### src/rtl/core/json_string_unescape_macros.svh
// Assertion macros for the string unescape RTL, used by the back end.
`ifndef JSON_STRING_UNESCAPE_MACROS_SVH
`define JSON_STRING_UNESCAPE_MACROS_SVH

// Check that cons holds in the same cycle as ante, outside reset.
`define JSU_ASSERT_NOW(label, clk, rst, ante, cons) \
   label: assert property (@(posedge clk) disable iff (rst) (ante) |-> (cons)) \
      else $error("json_string_unescape: same-cycle check failed");

// Check that cons holds in the cycle after ante, outside reset.
`define JSU_ASSERT_NEXT(label, clk, rst, ante, cons) \
   label: assert property (@(posedge clk) disable iff (rst) (ante) |=> (cons)) \
      else $error("json_string_unescape: next-cycle check failed");

`endif

### src/rtl/core/jsu_pkg.sv
// Shared types, codes and helpers for the JSON string unescape block.
package jsu_pkg;

   // Result kinds
   localparam logic [1:0] KIND_BYTE  = 2'd0;
   localparam logic [1:0] KIND_DONE  = 2'd1;
   localparam logic [1:0] KIND_ERROR = 2'd2;

   // Error codes
   localparam logic [2:0] ERR_NONE      = 3'd0;
   localparam logic [2:0] ERR_NO_QUOTE  = 3'd1;
   localparam logic [2:0] ERR_CONTROL   = 3'd2;
   localparam logic [2:0] ERR_ESCAPE    = 3'd3;
   localparam logic [2:0] ERR_HEX       = 3'd4;
   localparam logic [2:0] ERR_SURROGATE = 3'd5;
   localparam logic [2:0] ERR_EARLY     = 3'd6;

   // Input mode codes
   localparam logic MODE_DATA = 1'b0;
   localparam logic MODE_END  = 1'b1;

   // Byte codes
   localparam logic [7:0] CH_QUOTE     = 8'h22;
   localparam logic [7:0] CH_BACKSLASH = 8'h5C;
   localparam logic [7:0] CH_SLASH     = 8'h2F;
   localparam logic [7:0] CH_SPACE     = 8'h20;
   localparam logic [7:0] CH_TAB       = 8'h09;
   localparam logic [7:0] CH_CR        = 8'h0D;
   localparam logic [7:0] CH_LF        = 8'h0A;
   localparam logic [7:0] CH_LOWER_B   = 8'h62;
   localparam logic [7:0] CH_LOWER_F   = 8'h66;
   localparam logic [7:0] CH_LOWER_N   = 8'h6E;
   localparam logic [7:0] CH_LOWER_R   = 8'h72;
   localparam logic [7:0] CH_LOWER_T   = 8'h74;
   localparam logic [7:0] CH_LOWER_U   = 8'h75;
   localparam logic [7:0] CH_BACKSPACE = 8'h08;
   localparam logic [7:0] CH_FORMFEED  = 8'h0C;

   // UTF-8 lead and continuation prefixes
   localparam logic [7:0] UTF8_LEAD2 = 8'hC0;
   localparam logic [7:0] UTF8_LEAD3 = 8'hE0;
   localparam logic [7:0] UTF8_CONT  = 8'h80;

   // Results per input word and default queue depth
   localparam int MAX_RESULTS         = 3;
   localparam int QUEUE_DEPTH_DEFAULT = 4;

   typedef struct packed {
      logic [1:0] kind;
      logic [7:0] data_byte;
      logic [2:0] error_code;
   } result_type;

   // One entry: the results caused by one input word
   typedef struct packed {
      logic [1:0]                   count;
      result_type [MAX_RESULTS-1:0] res;
   } entry_type;

   function automatic result_type make_result(input logic [1:0] kind,
                                              input logic [7:0] data,
                                              input logic [2:0] err);
      result_type r;
      r.kind       = kind;
      r.data_byte  = data;
      r.error_code = err;
      return r;
   endfunction

endpackage

### src/rtl/core/jsu_front.sv
// Front end: parses input words and packs their results into one queue entry.
module jsu_front
   import jsu_pkg::*;
(
   input  logic       clock,
   input  logic       reset,
   input  logic       push,
   input  logic       mode,
   input  logic [7:0] byte_value,
   input  logic       q_full,
   output logic       q_wr,
   output entry_type  q_wdata
);

   typedef enum logic [1:0] {PH_IDLE, PH_STRING, PH_ESCAPE, PH_HEX} phase_type;

   phase_type   phase_ff, phase_in;
   logic [15:0] cp_ff, cp_in;
   logic [1:0]  seen_ff, seen_in;
   logic        accept;
   logic [4:0]  hex_val;
   logic [15:0] cp_next;
   entry_type   ent;

   // Map a hex digit to its value; bit 4 flags a non-hex byte
   function automatic logic [4:0] hex_decode(input logic [7:0] b);
      logic [4:0] v;
      v = 5'h10;
      if (b >= 8'h30 && b <= 8'h39) v = {1'b0, 4'(b - 8'h30)};
      else if (b >= 8'h61 && b <= 8'h66) v = {1'b0, 4'(b - 8'h57)};
      else if (b >= 8'h41 && b <= 8'h46) v = {1'b0, 4'(b - 8'h37)};
      return v;
   endfunction

   assign accept  = push & ~q_full;
   assign hex_val = hex_decode(byte_value);
   assign cp_next = {cp_ff[11:0], hex_val[3:0]};

   // Decode one word: next parse state and the results it causes
   always_comb begin
      phase_in = phase_ff;
      cp_in    = cp_ff;
      seen_in  = seen_ff;
      ent      = '0;
      case (phase_ff)
         PH_STRING: begin
            if (mode == MODE_END) begin
               phase_in = PH_IDLE;
               ent.count  = 2'd1;
               ent.res[0] = make_result(KIND_ERROR, 8'h00, ERR_EARLY);
            end else if (byte_value == CH_QUOTE) begin
               phase_in = PH_IDLE;
               ent.count  = 2'd1;
               ent.res[0] = make_result(KIND_DONE, 8'h00, ERR_NONE);
            end else if (byte_value < CH_SPACE) begin
               phase_in = PH_IDLE;
               ent.count  = 2'd1;
               ent.res[0] = make_result(KIND_ERROR, 8'h00, ERR_CONTROL);
            end else if (byte_value == CH_BACKSLASH) begin
               phase_in = PH_ESCAPE;
            end else begin
               ent.count  = 2'd1;
               ent.res[0] = make_result(KIND_BYTE, byte_value, ERR_NONE);
            end
         end
         PH_ESCAPE: begin
            ent.count = 2'd1;
            phase_in  = PH_STRING;
            if (mode == MODE_END) begin
               phase_in   = PH_IDLE;
               ent.res[0] = make_result(KIND_ERROR, 8'h00, ERR_EARLY);
            end else if (byte_value == CH_QUOTE || byte_value == CH_BACKSLASH ||
                         byte_value == CH_SLASH) begin
               ent.res[0] = make_result(KIND_BYTE, byte_value, ERR_NONE);
            end else if (byte_value == CH_LOWER_B) begin
               ent.res[0] = make_result(KIND_BYTE, CH_BACKSPACE, ERR_NONE);
            end else if (byte_value == CH_LOWER_F) begin
               ent.res[0] = make_result(KIND_BYTE, CH_FORMFEED, ERR_NONE);
            end else if (byte_value == CH_LOWER_N) begin
               ent.res[0] = make_result(KIND_BYTE, CH_LF, ERR_NONE);
            end else if (byte_value == CH_LOWER_R) begin
               ent.res[0] = make_result(KIND_BYTE, CH_CR, ERR_NONE);
            end else if (byte_value == CH_LOWER_T) begin
               ent.res[0] = make_result(KIND_BYTE, CH_TAB, ERR_NONE);
            end else if (byte_value == CH_LOWER_U) begin
               ent.count = 2'd0;
               phase_in  = PH_HEX;
               cp_in     = '0;
               seen_in   = '0;
            end else begin
               phase_in   = PH_IDLE;
               ent.res[0] = make_result(KIND_ERROR, 8'h00, ERR_ESCAPE);
            end
         end
         PH_HEX: begin
            if (mode == MODE_END || hex_val[4]) begin
               phase_in   = PH_IDLE;
               cp_in      = '0;
               seen_in    = '0;
               ent.count  = 2'd1;
               ent.res[0] = make_result(KIND_ERROR, 8'h00,
                                        (mode == MODE_END) ? ERR_EARLY : ERR_HEX);
            end else if (seen_ff != 2'd3) begin
               cp_in   = cp_next;
               seen_in = seen_ff + 2'd1;
            end else begin
               // Fourth digit: range check, then UTF-8 encode
               cp_in   = '0;
               seen_in = '0;
               if (cp_next[15:11] == 5'b11011) begin
                  phase_in   = PH_IDLE;
                  ent.count  = 2'd1;
                  ent.res[0] = make_result(KIND_ERROR, 8'h00, ERR_SURROGATE);
               end else if (cp_next[15:7] == '0) begin
                  phase_in   = PH_STRING;
                  ent.count  = 2'd1;
                  ent.res[0] = make_result(KIND_BYTE, cp_next[7:0], ERR_NONE);
               end else if (cp_next[15:11] == '0) begin
                  phase_in   = PH_STRING;
                  ent.count  = 2'd2;
                  ent.res[0] = make_result(KIND_BYTE,
                                  UTF8_LEAD2 | {3'b000, cp_next[10:6]}, ERR_NONE);
                  ent.res[1] = make_result(KIND_BYTE,
                                  UTF8_CONT | {2'b00, cp_next[5:0]}, ERR_NONE);
               end else begin
                  phase_in   = PH_STRING;
                  ent.count  = 2'd3;
                  ent.res[0] = make_result(KIND_BYTE,
                                  UTF8_LEAD3 | {4'b0000, cp_next[15:12]}, ERR_NONE);
                  ent.res[1] = make_result(KIND_BYTE,
                                  UTF8_CONT | {2'b00, cp_next[11:6]}, ERR_NONE);
                  ent.res[2] = make_result(KIND_BYTE,
                                  UTF8_CONT | {2'b00, cp_next[5:0]}, ERR_NONE);
               end
            end
         end
         default: begin
            // Idle: skip whitespace, wait for the opening quote; other bytes and end are errors
            phase_in = PH_IDLE;
            cp_in    = '0;
            seen_in  = '0;
            if (mode == MODE_END) begin
               ent.count  = 2'd1;
               ent.res[0] = make_result(KIND_ERROR, 8'h00, ERR_NO_QUOTE);
            end else if (byte_value inside {CH_SPACE, CH_TAB, CH_CR, CH_LF}) begin
               ent.count = 2'd0;
            end else if (byte_value == CH_QUOTE) begin
               phase_in = PH_STRING;
            end else begin
               ent.count  = 2'd1;
               ent.res[0] = make_result(KIND_ERROR, 8'h00, ERR_NO_QUOTE);
            end
         end
      endcase
   end

   // Push an entry only when the word caused results
   assign q_wr    = accept & (ent.count != 2'd0);
   assign q_wdata = ent;

   // Hold parse state; advance on each accepted word
   always_ff @(posedge clock) begin
      if (reset) begin
         phase_ff <= PH_IDLE;
         cp_ff    <= '0;
         seen_ff  <= '0;
      end else if (accept) begin
         phase_ff <= phase_in;
         cp_ff    <= cp_in;
         seen_ff  <= seen_in;
      end
   end

endmodule

### src/rtl/core/jsu_queue.sv
// Small entry queue between the front and back ends.
module jsu_queue
   import jsu_pkg::*;
#(
   parameter int DEPTH = QUEUE_DEPTH_DEFAULT
) (
   input  logic      clock,
   input  logic      reset,
   input  logic      wr,
   input  entry_type wdata,
   input  logic      rd,
   output entry_type rdata,
   output logic      full,
   output logic      empty
);

   localparam int PTR_W = (DEPTH > 1) ? $clog2(DEPTH) : 1;
   localparam int CNT_W = $clog2(DEPTH + 1);

   entry_type          slots_ff [DEPTH];
   logic [PTR_W-1:0]   wptr_ff, wptr_in;
   logic [PTR_W-1:0]   rptr_ff, rptr_in;
   logic [CNT_W-1:0]   count_ff, count_in;
   logic               do_wr, do_rd;

   assign full  = (count_ff == CNT_W'(DEPTH));
   assign empty = (count_ff == '0);
   assign do_wr = wr & ~full;
   assign do_rd = rd & ~empty;
   assign rdata = slots_ff[rptr_ff];

   // Advance pointers with wrap at the depth
   always_comb begin
      wptr_in  = wptr_ff;
      rptr_in  = rptr_ff;
      count_in = count_ff;
      if (do_wr) wptr_in = (wptr_ff == PTR_W'(DEPTH - 1)) ? '0 : wptr_ff + 1'b1;
      if (do_rd) rptr_in = (rptr_ff == PTR_W'(DEPTH - 1)) ? '0 : rptr_ff + 1'b1;
      if (do_wr && !do_rd) count_in = count_ff + 1'b1;
      else if (!do_wr && do_rd) count_in = count_ff - 1'b1;
   end

   // Hold control state
   always_ff @(posedge clock) begin
      if (reset) begin
         wptr_ff  <= '0;
         rptr_ff  <= '0;
         count_ff <= '0;
      end else begin
         wptr_ff  <= wptr_in;
         rptr_ff  <= rptr_in;
         count_ff <= count_in;
      end
   end

   // Store entries
   always_ff @(posedge clock) begin
      if (do_wr) slots_ff[wptr_ff] <= wdata;
   end

endmodule

### src/rtl/core/jsu_back.sv
// Back end: unpacks queued entries and hands out one result word per pop.
`include "json_string_unescape_macros.svh"
module jsu_back
   import jsu_pkg::*;
(
   input  logic       clock,
   input  logic       reset,
   input  logic       q_empty,
   input  entry_type  q_rdata,
   output logic       q_rd,
   output logic       rsp_empty,
   input  logic       rsp_pop,
   output logic [1:0] rsp_kind,
   output logic [7:0] rsp_data_byte,
   output logic [2:0] rsp_error_code,
   output logic       rsp_last_of_run
);

   entry_type  cur_ff, cur_in;
   logic       valid_ff, valid_in;
   logic [1:0] idx_ff, idx_in;
   logic       take, is_last, load;
   result_type res;

   assign res       = cur_ff.res[idx_ff];
   assign is_last   = (idx_ff == cur_ff.count - 2'd1);
   assign take      = valid_ff & rsp_pop;
   assign load      = (~valid_ff | (take & is_last)) & ~q_empty;
   assign q_rd      = load;

   // Drive the result ports from the held entry
   assign rsp_empty       = ~valid_ff;
   assign rsp_kind        = res.kind;
   assign rsp_data_byte   = res.data_byte;
   assign rsp_error_code  = res.error_code;
   assign rsp_last_of_run = is_last;

   // Load a new entry, advance within it, or drop it after its last word
   always_comb begin
      cur_in   = cur_ff;
      valid_in = valid_ff;
      idx_in   = idx_ff;
      if (load) begin
         cur_in   = q_rdata;
         valid_in = 1'b1;
         idx_in   = '0;
      end else if (take && is_last) begin
         valid_in = 1'b0;
         idx_in   = '0;
      end else if (take) begin
         idx_in = idx_ff + 2'd1;
      end
   end

   always_ff @(posedge clock) begin
      if (reset) begin
         valid_ff <= 1'b0;
         idx_ff   <= '0;
      end else begin
         valid_ff <= valid_in;
         idx_ff   <= idx_in;
      end
   end

   always_ff @(posedge clock) begin
      cur_ff <= cur_in;
   end

   `JSU_ASSERT_NOW(a_held_entry_nonempty, clock, reset, valid_ff, cur_ff.count != 2'd0)
   `JSU_ASSERT_NOW(a_index_in_entry, clock, reset, valid_ff, idx_ff < cur_ff.count)
   `JSU_ASSERT_NOW(a_read_only_when_ready, clock, reset, q_rd, !q_empty)
   `JSU_ASSERT_NEXT(a_load_starts_at_first, clock, reset, q_rd, valid_ff && idx_ff == 2'd0)

endmodule

### src/rtl/core/json_string_unescape.sv
// Top level of the streaming JSON string unescape block.
// Input channel (req_): one byte or an end-of-input marker per word. A word is
//   taken at a clock edge with req_push high and req_full low.
// Result channel (rsp_): decoded bytes, string-closed and error words. The oldest
//   word sits on the rsp_ ports while rsp_empty is low; rsp_pop takes it.
//   rsp_last_of_run marks the final word caused by one input word.
// The first result of an input word passes the entry queue and the result stage:
//   the front writes the queue at the edge that takes the word, and the back end
//   then loads the entry into its result stage, where it can be popped.
// Throughput: one input word per cycle while each causes at most one result
//   and the receiver keeps popping; a \u escape that encodes to two or three
//   UTF-8 bytes needs that many pops, which the back end hands out one per cycle.
// The entry queue between front and back (QUEUE_DEPTH entries) soaks up those
//   bursts; req_full rises only when it fills.
// A stalled receiver holds the current result on the ports; the front keeps
//   taking words until the queue is full.
// Reset (synchronous, active high) returns the parser to idle outside any
//   string and empties the queue and the result stage.
module json_string_unescape
   import jsu_pkg::*;
#(
   parameter int QUEUE_DEPTH = QUEUE_DEPTH_DEFAULT
) (
   input  logic       clock,
   input  logic       reset,
   input  logic       req_push,
   output logic       req_full,
   input  logic       req_mode,
   input  logic [7:0] req_byte_value,
   output logic       rsp_empty,
   input  logic       rsp_pop,
   output logic [1:0] rsp_kind,
   output logic [7:0] rsp_data_byte,
   output logic [2:0] rsp_error_code,
   output logic       rsp_last_of_run
);

   logic      q_wr, q_rd, q_full, q_empty;
   entry_type q_wdata, q_rdata;

   assign req_full = q_full;

   jsu_front u_front (
      .clock      (clock),
      .reset      (reset),
      .push       (req_push),
      .mode       (req_mode),
      .byte_value (req_byte_value),
      .q_full     (q_full),
      .q_wr       (q_wr),
      .q_wdata    (q_wdata)
   );

   jsu_queue #(
      .DEPTH (QUEUE_DEPTH)
   ) u_queue (
      .clock (clock),
      .reset (reset),
      .wr    (q_wr),
      .wdata (q_wdata),
      .rd    (q_rd),
      .rdata (q_rdata),
      .full  (q_full),
      .empty (q_empty)
   );

   jsu_back u_back (
      .clock           (clock),
      .reset           (reset),
      .q_empty         (q_empty),
      .q_rdata         (q_rdata),
      .q_rd            (q_rd),
      .rsp_empty       (rsp_empty),
      .rsp_pop         (rsp_pop),
      .rsp_kind        (rsp_kind),
      .rsp_data_byte   (rsp_data_byte),
      .rsp_error_code  (rsp_error_code),
      .rsp_last_of_run (rsp_last_of_run)
   );

endmodule
### config.mk
export PLATFORM = sky130hd
export DESIGN_NAME = json_string_unescape
export DESIGN_NICKNAME = d
export VERILOG_FILES = /design/src/rtl/core/jsu_pkg.sv /design/src/rtl/core/jsu_front.sv /design/src/rtl/core/jsu_queue.sv /design/src/rtl/core/jsu_back.sv /design/src/rtl/core/json_string_unescape.sv
export VERILOG_INCLUDE_DIRS = /design/src /design/src/rtl/core
export SDC_FILE = /design/constraint.sdc
export NUM_CORES = 1
export LEC_CHECK = 0
export BUFFER_PORTS_ARGS = -buffer_cell sky130_fd_sc_hd__buf_4
export CAP_MARGIN = 40
export CORE_AREA = 2 2 120 122
export CTS_BUF_LIST = sky130_fd_sc_hd__clkbuf_16
export CTS_CLUSTER_DIAMETER = 60
export DETAILED_ROUTE_END_ITERATION = 8
export DIE_AREA = 0 0 122 124
export PLACE_DENSITY = 0.79
export SETUP_SLACK_MARGIN = 0.4
export SLEW_MARGIN = 20
export SYNTH_ARGS = -nofsm -noshare
export SYNTH_HDL_FRONTEND = slang
export SYNTH_SLANG_ARGS = --single-unit
export TNS_END_PERCENT = 30
### constraint.sdc
create_clock -name clock -period 4.46 [get_ports clock]
set_clock_uncertainty 0.05 [all_clocks]
set_input_delay 0.669 -clock clock [delete_from_list [all_inputs] [get_ports clock]]
set_output_delay 0.669 -clock clock [all_outputs]
set_load 0.03 [all_outputs]
# Word level (Yosys, flattened, before mapping)
# Memory sizes are Yosys's and may differ from the RTL's. A register that Yosys moved wholly into a read port is not among the register bits.
# Index checks and enable logic that the tools add are counted.
# Widths: inputs -> output; s select.
# totals
register_bits	26
latchBits	0
mem_bits_rw	164
rom_bits	0
inputBits	13
word_cells	193
memories	1
# classes
n_addsub	10
n_mul	0
div_mod_pow	0
n_lt_le_gt_ge	8
eq_ne	32
shift	0
n_mux	101
bitwise_logic	12
reduce_logical	21
# mem_list
name	words	width	rd	rd_clocked_by_memory_dff	wr	line	rtl
u_queue.slots_ff	4	41	1	1	1	jsu_queue.sv:20	entry_type slots_ff [DEPTH];
# op_table
op	n
$mux 13	18
$mux 12	10
$mux 26	4
$mux 2	44
$eq 8x7->1 const B	7
$mux 41	1
$pmux 13 s3	1
$pmux 12 s3	1
$bmux 13 s2	1
$eq 8x4->1 const B	3
$eq 8x6->1 const B	3
$mux 11	2
$mux 22	1
$pmux 2 s3	3
$ge 8x7->1 const B	2
$le 8x7->1 const B	2
$ne 2x2->1 const B	8
$mux 5	3
$mux 1	10
$reduce_and 10->1	1
$logic_not 9->1	1
$add 2x1->2 const B	4
$eq 2x2->1 const B	4
$ge 8x6->1 const B	1
other kinds (28)	49

# Longest topological paths before layout
# Gate-level depths: netlist (run 1).
# depth
word_depth	18
depth_mapped	14
mapped_depth_nobuf	13

# Modules after synthesis
# From an unflattened synthesis (run 1), not the netlist that was laid out.
# hier_totals
cells_unflattened	626
area_unflattened_um2	9955.8
# by_module_without_submodules
mod	n_inst	cells_each	area_each_um2
jsu_queue	1	265	6409.9
jsu_front	1	255	1855.5
jsu_back	1	106	1690.4

# Worst setup path after synthesis (run 1)
# OpenSTA, ideal clock, no wires.
# synth_timing
path_kind	register -> register
from	register, netlist name u_back.cur_ff[40]
to	register u_queue.count_ff[2]
setup_time_ns	0.071
arrival_time_ns	4.289
setup_slack_ns	0.050
path_stages_with_launch	12
n_path_buf	0
synth_period_minus_slack_ns	4.410
path_cell_list	edfxtp_1 > xnor2_1 > mux2i_1 > nand2_1 > a21oi_1 > inv_1 > ha_1 > inv_1 > fa_1 > xor2_1 > or3_1 > a21oi_1
# synth_between
elab_chain_cells	9
# synth_lines
item	line	rtl
$sub 2x1->2 (*)	jsu_back.sv:26	assign is_last = (idx_ff == cur_ff.count - 2'd1);
$eq 2x2->1 (*)	jsu_back.sv:26	
named net rsp_last_of_run	json_string_unescape.sv:35	output logic rsp_last_of_run
$and 1x1->1 (*)	jsu_back.sv:28	assign load = (~valid_ff | (take & is_last)) & ~q_empty;
$or 1x1->1 (*)	jsu_back.sv:28	
$and 1x1->1 (*)	jsu_back.sv:28	
named net q_rd	json_string_unescape.sv:38	logic q_wr, q_rd, q_full, q_empty;
$and 1x1->1 (*)	jsu_queue.sv:29	assign do_rd = rd & ~empty;
$logic_not 1->1	jsu_queue.sv:39	if (do_wr && !do_rd) count_in = count_ff + 1'b1;
$logic_and 1x1->1	jsu_queue.sv:39	
$mux 3 / $reduce_bool 2->1 (equally long branches)	--	
to (signal assigned)	jsu_queue.sv:52	count_ff <= count_in;
to (decl)	jsu_queue.sv:23	logic [CNT_W-1:0] count_ff, count_in;
# Mark *: on every way through the listed nets, which the timed path passes. The rest lies on a longest branch.
# A chain may end at the register's enable or synchronous reset.

# Worst setup path after layout (run 1)
# layout_timing
from	input req_byte_value[0]
to	register u_queue.count_ff[2]
# layout_between
elab_chain_cells	16
# layout_lines
item	line	rtl
from (decl)	json_string_unescape.sv:29	input logic [7:0] req_byte_value,
$eq 8x7->1	jsu_front.sv:85	end else if (byte_value == CH_LOWER_U) begin
$mux 1	jsu_front.sv:85	
$mux 2	jsu_front.sv:83	end else if (byte_value == CH_LOWER_T) begin
$mux 2	jsu_front.sv:81	end else if (byte_value == CH_LOWER_R) begin
$mux 2	jsu_front.sv:79	end else if (byte_value == CH_LOWER_N) begin
$mux 2	jsu_front.sv:77	end else if (byte_value == CH_LOWER_F) begin
$mux 2	jsu_front.sv:75	end else if (byte_value == CH_LOWER_B) begin
$mux 2	jsu_front.sv:72	end else if (byte_value == CH_QUOTE || byte_value == CH_BACKSLASH ||
$mux 2	jsu_front.sv:69	if (mode == MODE_END) begin
$pmux 2 s3 (*)	jsu_front.sv:45	case (phase_ff)
$reduce_bool 2->1 (*)	jsu_front.sv:158	assign q_wr = accept & (ent.count != 2'd0);
$and 1x1->1 (*)	jsu_front.sv:158	
$and 1x1->1 (*)	jsu_queue.sv:28	assign do_wr = wr & ~full;
named net u_queue.do_wr	jsu_queue.sv:24	logic do_wr, do_rd;
$logic_not 1->1	jsu_queue.sv:40	else if (!do_wr && do_rd) count_in = count_ff - 1'b1;
$logic_and 1x1->1	jsu_queue.sv:40	
$reduce_bool 2->1 (no line)	--	
# Marks and branches as above.

==> reports/metrics.csv, run 1 <==
metric,value,unit
Final Util,63.7,%
Worst R2R Path Depth,11,
DIE HEIGHT,124,µm
routing layer with the top usage in global route,met2,
floorplan die width,122,µm
number of max-capacitance violations reported,0,
met3 layer usage reported by global route,4.99,%
clock latency at the later pin of the worst-skew pair,420,ps
Final Wtd Congestion,0.910,
nets@finish,598,
Hold WS,452,ps
# H-tree levels,4,
number of antenna violations at the first check in global routing,0,
fraction of registers with async set or reset after synthesis,0,%
"Endpoint, Worst Hold",u_front.phase_ff[1],
start point of the worst min-delay path,u_front.phase_ff[1],
class of the tightest hold or removal check,register to register,
post-detailed-route count of antenna-violating nets,0,
unrepaired setup endpoints after global routing,false,
half-perimeter wire length of the detailed placement result,10.7,mm
ratio of routed vias to standard cells,6.37,
Num CTS Buffers,17,
Worst Path Required,4760,ps
count of routing violations after the opening detailed-route iteration,605,
met1 Track Usage GR,32.6,%
layout overhead on the synthesized area,13.7,%
netlist area before placement,0.00768,mm²
area of the placeable core,0.0137,mm²
terminus of the critical flop-to-flop path,u_queue.count_ff[2],
Resize count post-CTS,0,
ports placed on the boundary,29,
wire length of the first global-routing pass,26.7,mm
Cell Count Post-Placement,727,
total of fill cells in the finished design,970,
maximum number of pins on one net before global-route repair,34,
minimum period implied by the final worst setup slack,3900,ps
PortBufs,28,
power per standard cell area,566,mW/mm²
Final period util,87.3,%
Initial Utilization,56.0,%
register bit count reported by yosys,171,
cell chosen for the clock root,sky130_fd_sc_hd__clkbuf_16,
detailed-router iteration count before antenna repair,5,
Routed WL per cell,22.3,µm
synth warn,0,
final routed wirelength across all metal layers,17.0,mm
Setup-failing EPs final,0,
maximum clock path buffer count,2,
Overflow after GRT,0,
worst relative slew slack,47.4,%
count of flip-flops with a built-in enable after synthesis,145,
accumulated negative setup slack,0,ps
"leading cell type in the layout, fill and taps excluded",sky130_fd_sc_hd__edfxtp_1,
Final Hold Vio Count,0,
register-to-register path setup slack,1060,ps
Syn Inst Count,535,
maximum VDD drop,0.296,mV
Max Fanout on Critical Path,8,
Avg Inst Size Synth,14.4,µm²
TritonCTS clock tree,built,
register clock-pin slew on the reported worst setup and hold paths,60,ps
area enclosed by the die boundary,0.0151,mm²
transition time of the tightest slew-check pin,783,ps
all-layer global routing usage,24.0,%
critical path launch point type,input port,
net count after synthesis,565,
count of clock tree sinks,171,
total vias in the final route,4845,
hold bufs inserted after CTS,0,
final routed DRC violation total,0,
global routing usage on met2,39.4,%
number of global-route vias before repair,4744,
source of the worst register-to-register timing path,u_front.cp_ff[7],
max-slew violations,0,
total leakage power,0.00298,µW
Worst Path Arrival,4200,ps
most frequent cells in the layout,"145 x sky130_fd_sc_hd__edfxtp_1, 48 x sky130_fd_sc_hd__nor2_1, 39 x sky130_fd_sc_hd__buf_4",
filler-free cell count of the finished design,761,
kind of capture point of the worst setup path,register,
number of diodes,0,
Post-CTS Repair Setup Buffers,0,
Highest Clock Rate,257,MHz
Cell Rows,43,
status,"finished, final reports clean",
Cell variety after synth,67,
proportion of synthesized chip area in sequential cells,63.4,%
Critical Setup Path Class,input port to register,
Worst Hold Depth,2,
layout cell share with drive strength beyond 1,19.6,%
Post-synth top flop,sky130_fd_sc_hd__edfxtp_1,
## registers in the layout, indices dropped and copies added, names as in the netlist
signal and count:
u_back.idx_ff 2, u_front.seen_ff 2, u_queue.slots_ff 116, u_front.phase_ff 2, u_queue.rptr_ff 2, u_queue.wptr_ff 2, u_queue.count_ff 3, u_back.valid_ff 1
u_back.cur_ff 29, u_front.cp_ff 12
## worst max-delay path by stage
stage                      startpoint                   to  slack [ps]
finish              req_byte_value[0]  u_queue.count_ff[2]         560
global route        req_byte_value[0]  u_queue.count_ff[2]         410
CTS                 req_byte_value[0]  u_queue.count_ff[2]         580
detailed placement  req_byte_value[0]  u_queue.count_ff[2]         140
global placement    req_byte_value[0]  u_queue.count_ff[2]         300
floorplan           req_byte_value[0]  u_queue.count_ff[2]         480
## layout make-up
type                       instances  area (µm²)  area share (%)
clock buffer                      17         425            4.87
clock inverter                    15         185            2.12
inverter                          17        63.8           0.730
multi-input combinational        320        2650            30.3
sequential                       171        4880            55.8
tap                              180         225            2.58
timing repair buffer              41         318            3.64
## worst max-delay path: stages
cell and delay (ps):
sky130_fd_sc_hd__buf_4 140, sky130_fd_sc_hd__inv_1 130, sky130_fd_sc_hd__ha_1 370, sky130_fd_sc_hd__o21bai_4 120
sky130_fd_sc_hd__a2111o_1 480, sky130_fd_sc_hd__a2111o_1 450, sky130_fd_sc_hd__nand2b_4 170, sky130_fd_sc_hd__a211oi_4 240
sky130_fd_sc_hd__ha_1 240, sky130_fd_sc_hd__inv_1 70, sky130_fd_sc_hd__fa_1 440, sky130_fd_sc_hd__xor2_1 180
sky130_fd_sc_hd__or3_1 320, sky130_fd_sc_hd__a21oi_1 160
## cell families after synthesis
logic type | after synthesis | share of synthesized area [%]
xor gates and xnor gates | 4 | 0.456
muxes | 45 | 10.6
adders and majority gates | 17 | 2.87
DFF | 171 | 63.4
and+or+nand+nor | 155 | 10.7
AOI/OAI and AO/OA | 99 | 9.59
buffers and inverters | 44 | 2.28
## per-layer routing
layer / vias up / routed length [µm]
met1: 2409 / 6780
met2: 268 / 8470
met5: - / 0
met3: 32 / 1400
li1: 2136 / -
met4: 0 / 341
## per-stage QoR
step | power [µW] | cell area [µm²] | setup WS [ps]
after floorplan | 3050 | 7690 | 479
after global placement | 3390 | 8100 | 300
after detailed placement | 3460 | 8120 | 137
after CTS | 4980 | 8730 | 576
after global routing | 5140 | 8740 | 415
final | 4950 | 8740 | 564
## synthesized netlist by cell type (4+ instances only)
cell	count	area, µm²
sky130_fd_sc_hd__nand2b_1	17	106
sky130_fd_sc_hd__edfxtp_1	145	4350
sky130_fd_sc_hd__a31oi_1	4	25.0
sky130_fd_sc_hd__clkbuf_1	21	78.8
sky130_fd_sc_hd__nand3_1	9	45.0
sky130_fd_sc_hd__nor2_1	48	180
sky130_fd_sc_hd__mux4_2	29	653
sky130_fd_sc_hd__inv_1	17	63.8
sky130_fd_sc_hd__nand2_1	25	93.8
sky130_fd_sc_hd__mux2i_1	15	150
sky130_fd_sc_hd__a22oi_1	19	143
sky130_fd_sc_hd__and2_1	14	87.6
sky130_fd_sc_hd__dfxtp_1	26	521
sky130_fd_sc_hd__nor2b_1	4	25.0
sky130_fd_sc_hd__o21ai_0	18	90.1
sky130_fd_sc_hd__a21oi_1	24	120
sky130_fd_sc_hd__and3_1	5	31.3
sky130_fd_sc_hd__ha_1	16	200
sky130_fd_sc_hd__nor3_1	7	35.0
## where the power goes
group | total [µW] | switching [µW] | leakage [µW] | internal, µW
Sequential | 2200 | 122 | 0.00162 | 2070
Clock | 1510 | 619 | 0.000298 | 893
Combinational | 1240 | 723 | 0.00107 | 515
(Power assumes the default switching activity.)
==> inputs of run 2 (changes only) <==
--- a/config.mk
+++ b/config.mk
@@ -8,12 +8,12 @@
 export LEC_CHECK = 0
 export BUFFER_PORTS_ARGS = -buffer_cell sky130_fd_sc_hd__buf_4
 export CAP_MARGIN = 40
-export CORE_AREA = 2 2 120 122
+export CORE_AREA = 2 2 122 124
 export CTS_BUF_LIST = sky130_fd_sc_hd__clkbuf_16
 export CTS_CLUSTER_DIAMETER = 60
 export DETAILED_ROUTE_END_ITERATION = 8
-export DIE_AREA = 0 0 122 124
-export PLACE_DENSITY = 0.79
+export DIE_AREA = 0 0 124 126
+export PLACE_DENSITY = 0.77
 export SETUP_SLACK_MARGIN = 0.4
 export SLEW_MARGIN = 20
 export SYNTH_ARGS = -nofsm -noshare
==> reports/metrics.csv, run 2 (same netlist as run 1, synthesis figures left out) <==
metric,value,unit
Cell Rows,44,
ratio of routed vias to standard cells,6.17,
detailed-router iteration count before antenna repair,6,
area of the placeable core,0.0143,mm²
TritonCTS clock tree,built,
Setup-failing EPs final,0,
total buffers and inverters traversed by the critical path,3,
half-perimeter wire length of the detailed placement result,10.6,mm
maximum number of pins on one net before global-route repair,34,
kind of capture point of the worst setup path,register,
cell type group with the largest total delay on the critical path,compound AO/OA/AOI/OAI gates,
worst relative slew slack,39.5,%
number of global-route vias before repair,4681,
total vias in the final route,4706,
layout cell share with drive strength beyond 1,19.0,%
Final Hold Vio Count,0,
startpoint of the worst setup timing path,req_byte_value[0],
Worst Path Arrival,4150,ps
number of max-capacitance violations reported,0,
clock latency at the later pin of the worst-skew pair,420,ps
Final period util,86.4,%
final routed DRC violation total,0,
power per standard cell area,557,mW/mm²
ports placed on the boundary,29,
class of the tightest hold or removal check,register to register,
total leakage power,0.00296,µW
number of antenna violations at the first check in global routing,0,
accumulated negative setup slack,0,ps
most frequent cells in the layout,"145 x sky130_fd_sc_hd__edfxtp_1, 48 x sky130_fd_sc_hd__nor2_1, 39 x sky130_fd_sc_hd__buf_4",
final routed wirelength across all metal layers,16.0,mm
max reg flops,116,
"leading cell type in the layout, fill and taps excluded",sky130_fd_sc_hd__edfxtp_1,
Hold WS,455,ps
unrepaired setup endpoints after global routing,false,
number of diodes,0,
critical path launch point type,input port,
register clock-pin slew on the reported worst setup and hold paths,60,ps
area enclosed by the die boundary,0.0156,mm²
count of routing violations after the opening detailed-route iteration,584,
Post-CTS Repair Setup Buffers,0,
floorplan die width,124,µm
DIE HEIGHT,126,µm
all-layer global routing usage,22.0,%
Reg with most FFs,u_queue.slots_ff,
hold bufs inserted after CTS,0,
max-slew violations,0,
status,"finished, final reports clean",
transition time of the tightest slew-check pin,895,ps
PortBufs,28,
count of clock tree sinks,171,
post-detailed-route count of antenna-violating nets,0,
cell chosen for the clock root,sky130_fd_sc_hd__clkbuf_16,
maximum VDD drop,0.309,mV
wire length of the first global-routing pass,25.5,mm
registers with the most flip-flops,"u_queue.slots_ff: 116 flops, u_back.cur_ff: 29 flops, u_front.cp_ff: 12 flops",
"Critical Path, Cell by Cell",buf_4 > inv_1 > ha_1 > o21bai_4 > a2111o_1 > a2111o_1 > nand2b_4 > a211oi_4 > ha_1 > inv_1 > fa_1 > xor2_1 > or3_1 > a21oi_1,
Final Wtd Congestion,0.928,
Initial Utilization,53.7,%
total of fill cells in the finished design,1075,
Num CTS Buffers,17,
Critical Setup Path Class,input port to register,
layout overhead on the synthesized area,13.1,%
start point of the worst min-delay path,u_front.phase_ff[1],
source of the worst register-to-register timing path,u_front.cp_ff[7],
Max Fanout on Critical Path,8,
Routed WL per cell,20.9,µm
highest-delay cell along the critical path,sky130_fd_sc_hd__a2111o_1,
maximum clock path buffer count,2,
Worst Path Required,4760,ps
Resize count post-CTS,0,
nets@finish,596,
Highest Clock Rate,260,MHz
critical path's largest stage delay,480,ps
Overflow after GRT,0,
# H-tree levels,4,
register-to-register path setup slack,1120,ps
minimum period implied by the final worst setup slack,3850,ps
run 2: report_power, final:
group          total, µW  switching, µW  leakage, µW  internal [µW]
logic               1220            722      0.00105            501
registers           2180            103      0.00162           2070
clock network       1440            575     0.000286            868
run 2: worst paths after layout:
kind                              end  cells after the start
setup / recovery  u_queue.count_ff[2]                     14
hold / removal    u_front.phase_ff[1]                      2
setup reg to reg  u_queue.count_ff[2]                     11
hold reg to reg   u_front.phase_ff[1]                      2
run 2: through the flow:
stage	setup WS [ps]	utilization [%]	power (µW)	instance area, µm²	std cells
after floorplan	479	-	3050	7690	535
after global placement	319	56.6	3390	8110	731
after detailed placement	216	56.6	3450	8110	731
after CTS	641	60.7	4890	8690	763
after global routing	459	60.7	5070	8690	763
final	608	60.7	4840	8690	763
run 2: layout make-up:
class / count / area (µm²) / share of cell area [%]
sequential: 171 / 4880 / 56.1
tap: 184 / 230 / 2.65
multi-input combinational: 320 / 2650 / 30.4
timing repair buffer: 39 / 293 / 3.37
inverter: 17 / 63.8 / 0.734
clock buffer: 17 / 425 / 4.89
clock inverter: 15 / 158 / 1.81
run 2: per-layer routing:
metal,global-route usage [%],up-vias,routed length [µm]
met3,5.12,23,1110
met2,33.8,216,7720
met4,8.66,0,335
li1,-,2129,-
met5,0,-,0
met1,30.6,2338,6780
run 2: worst min-delay path: cells and delay by family (launching register included):
kind / cells / cell delay (ps)
AND/OR/NAND/NOR: 1 / 60
AO/OA/AOI/OAI: 1 / 60
flip-flops: 1 / 340
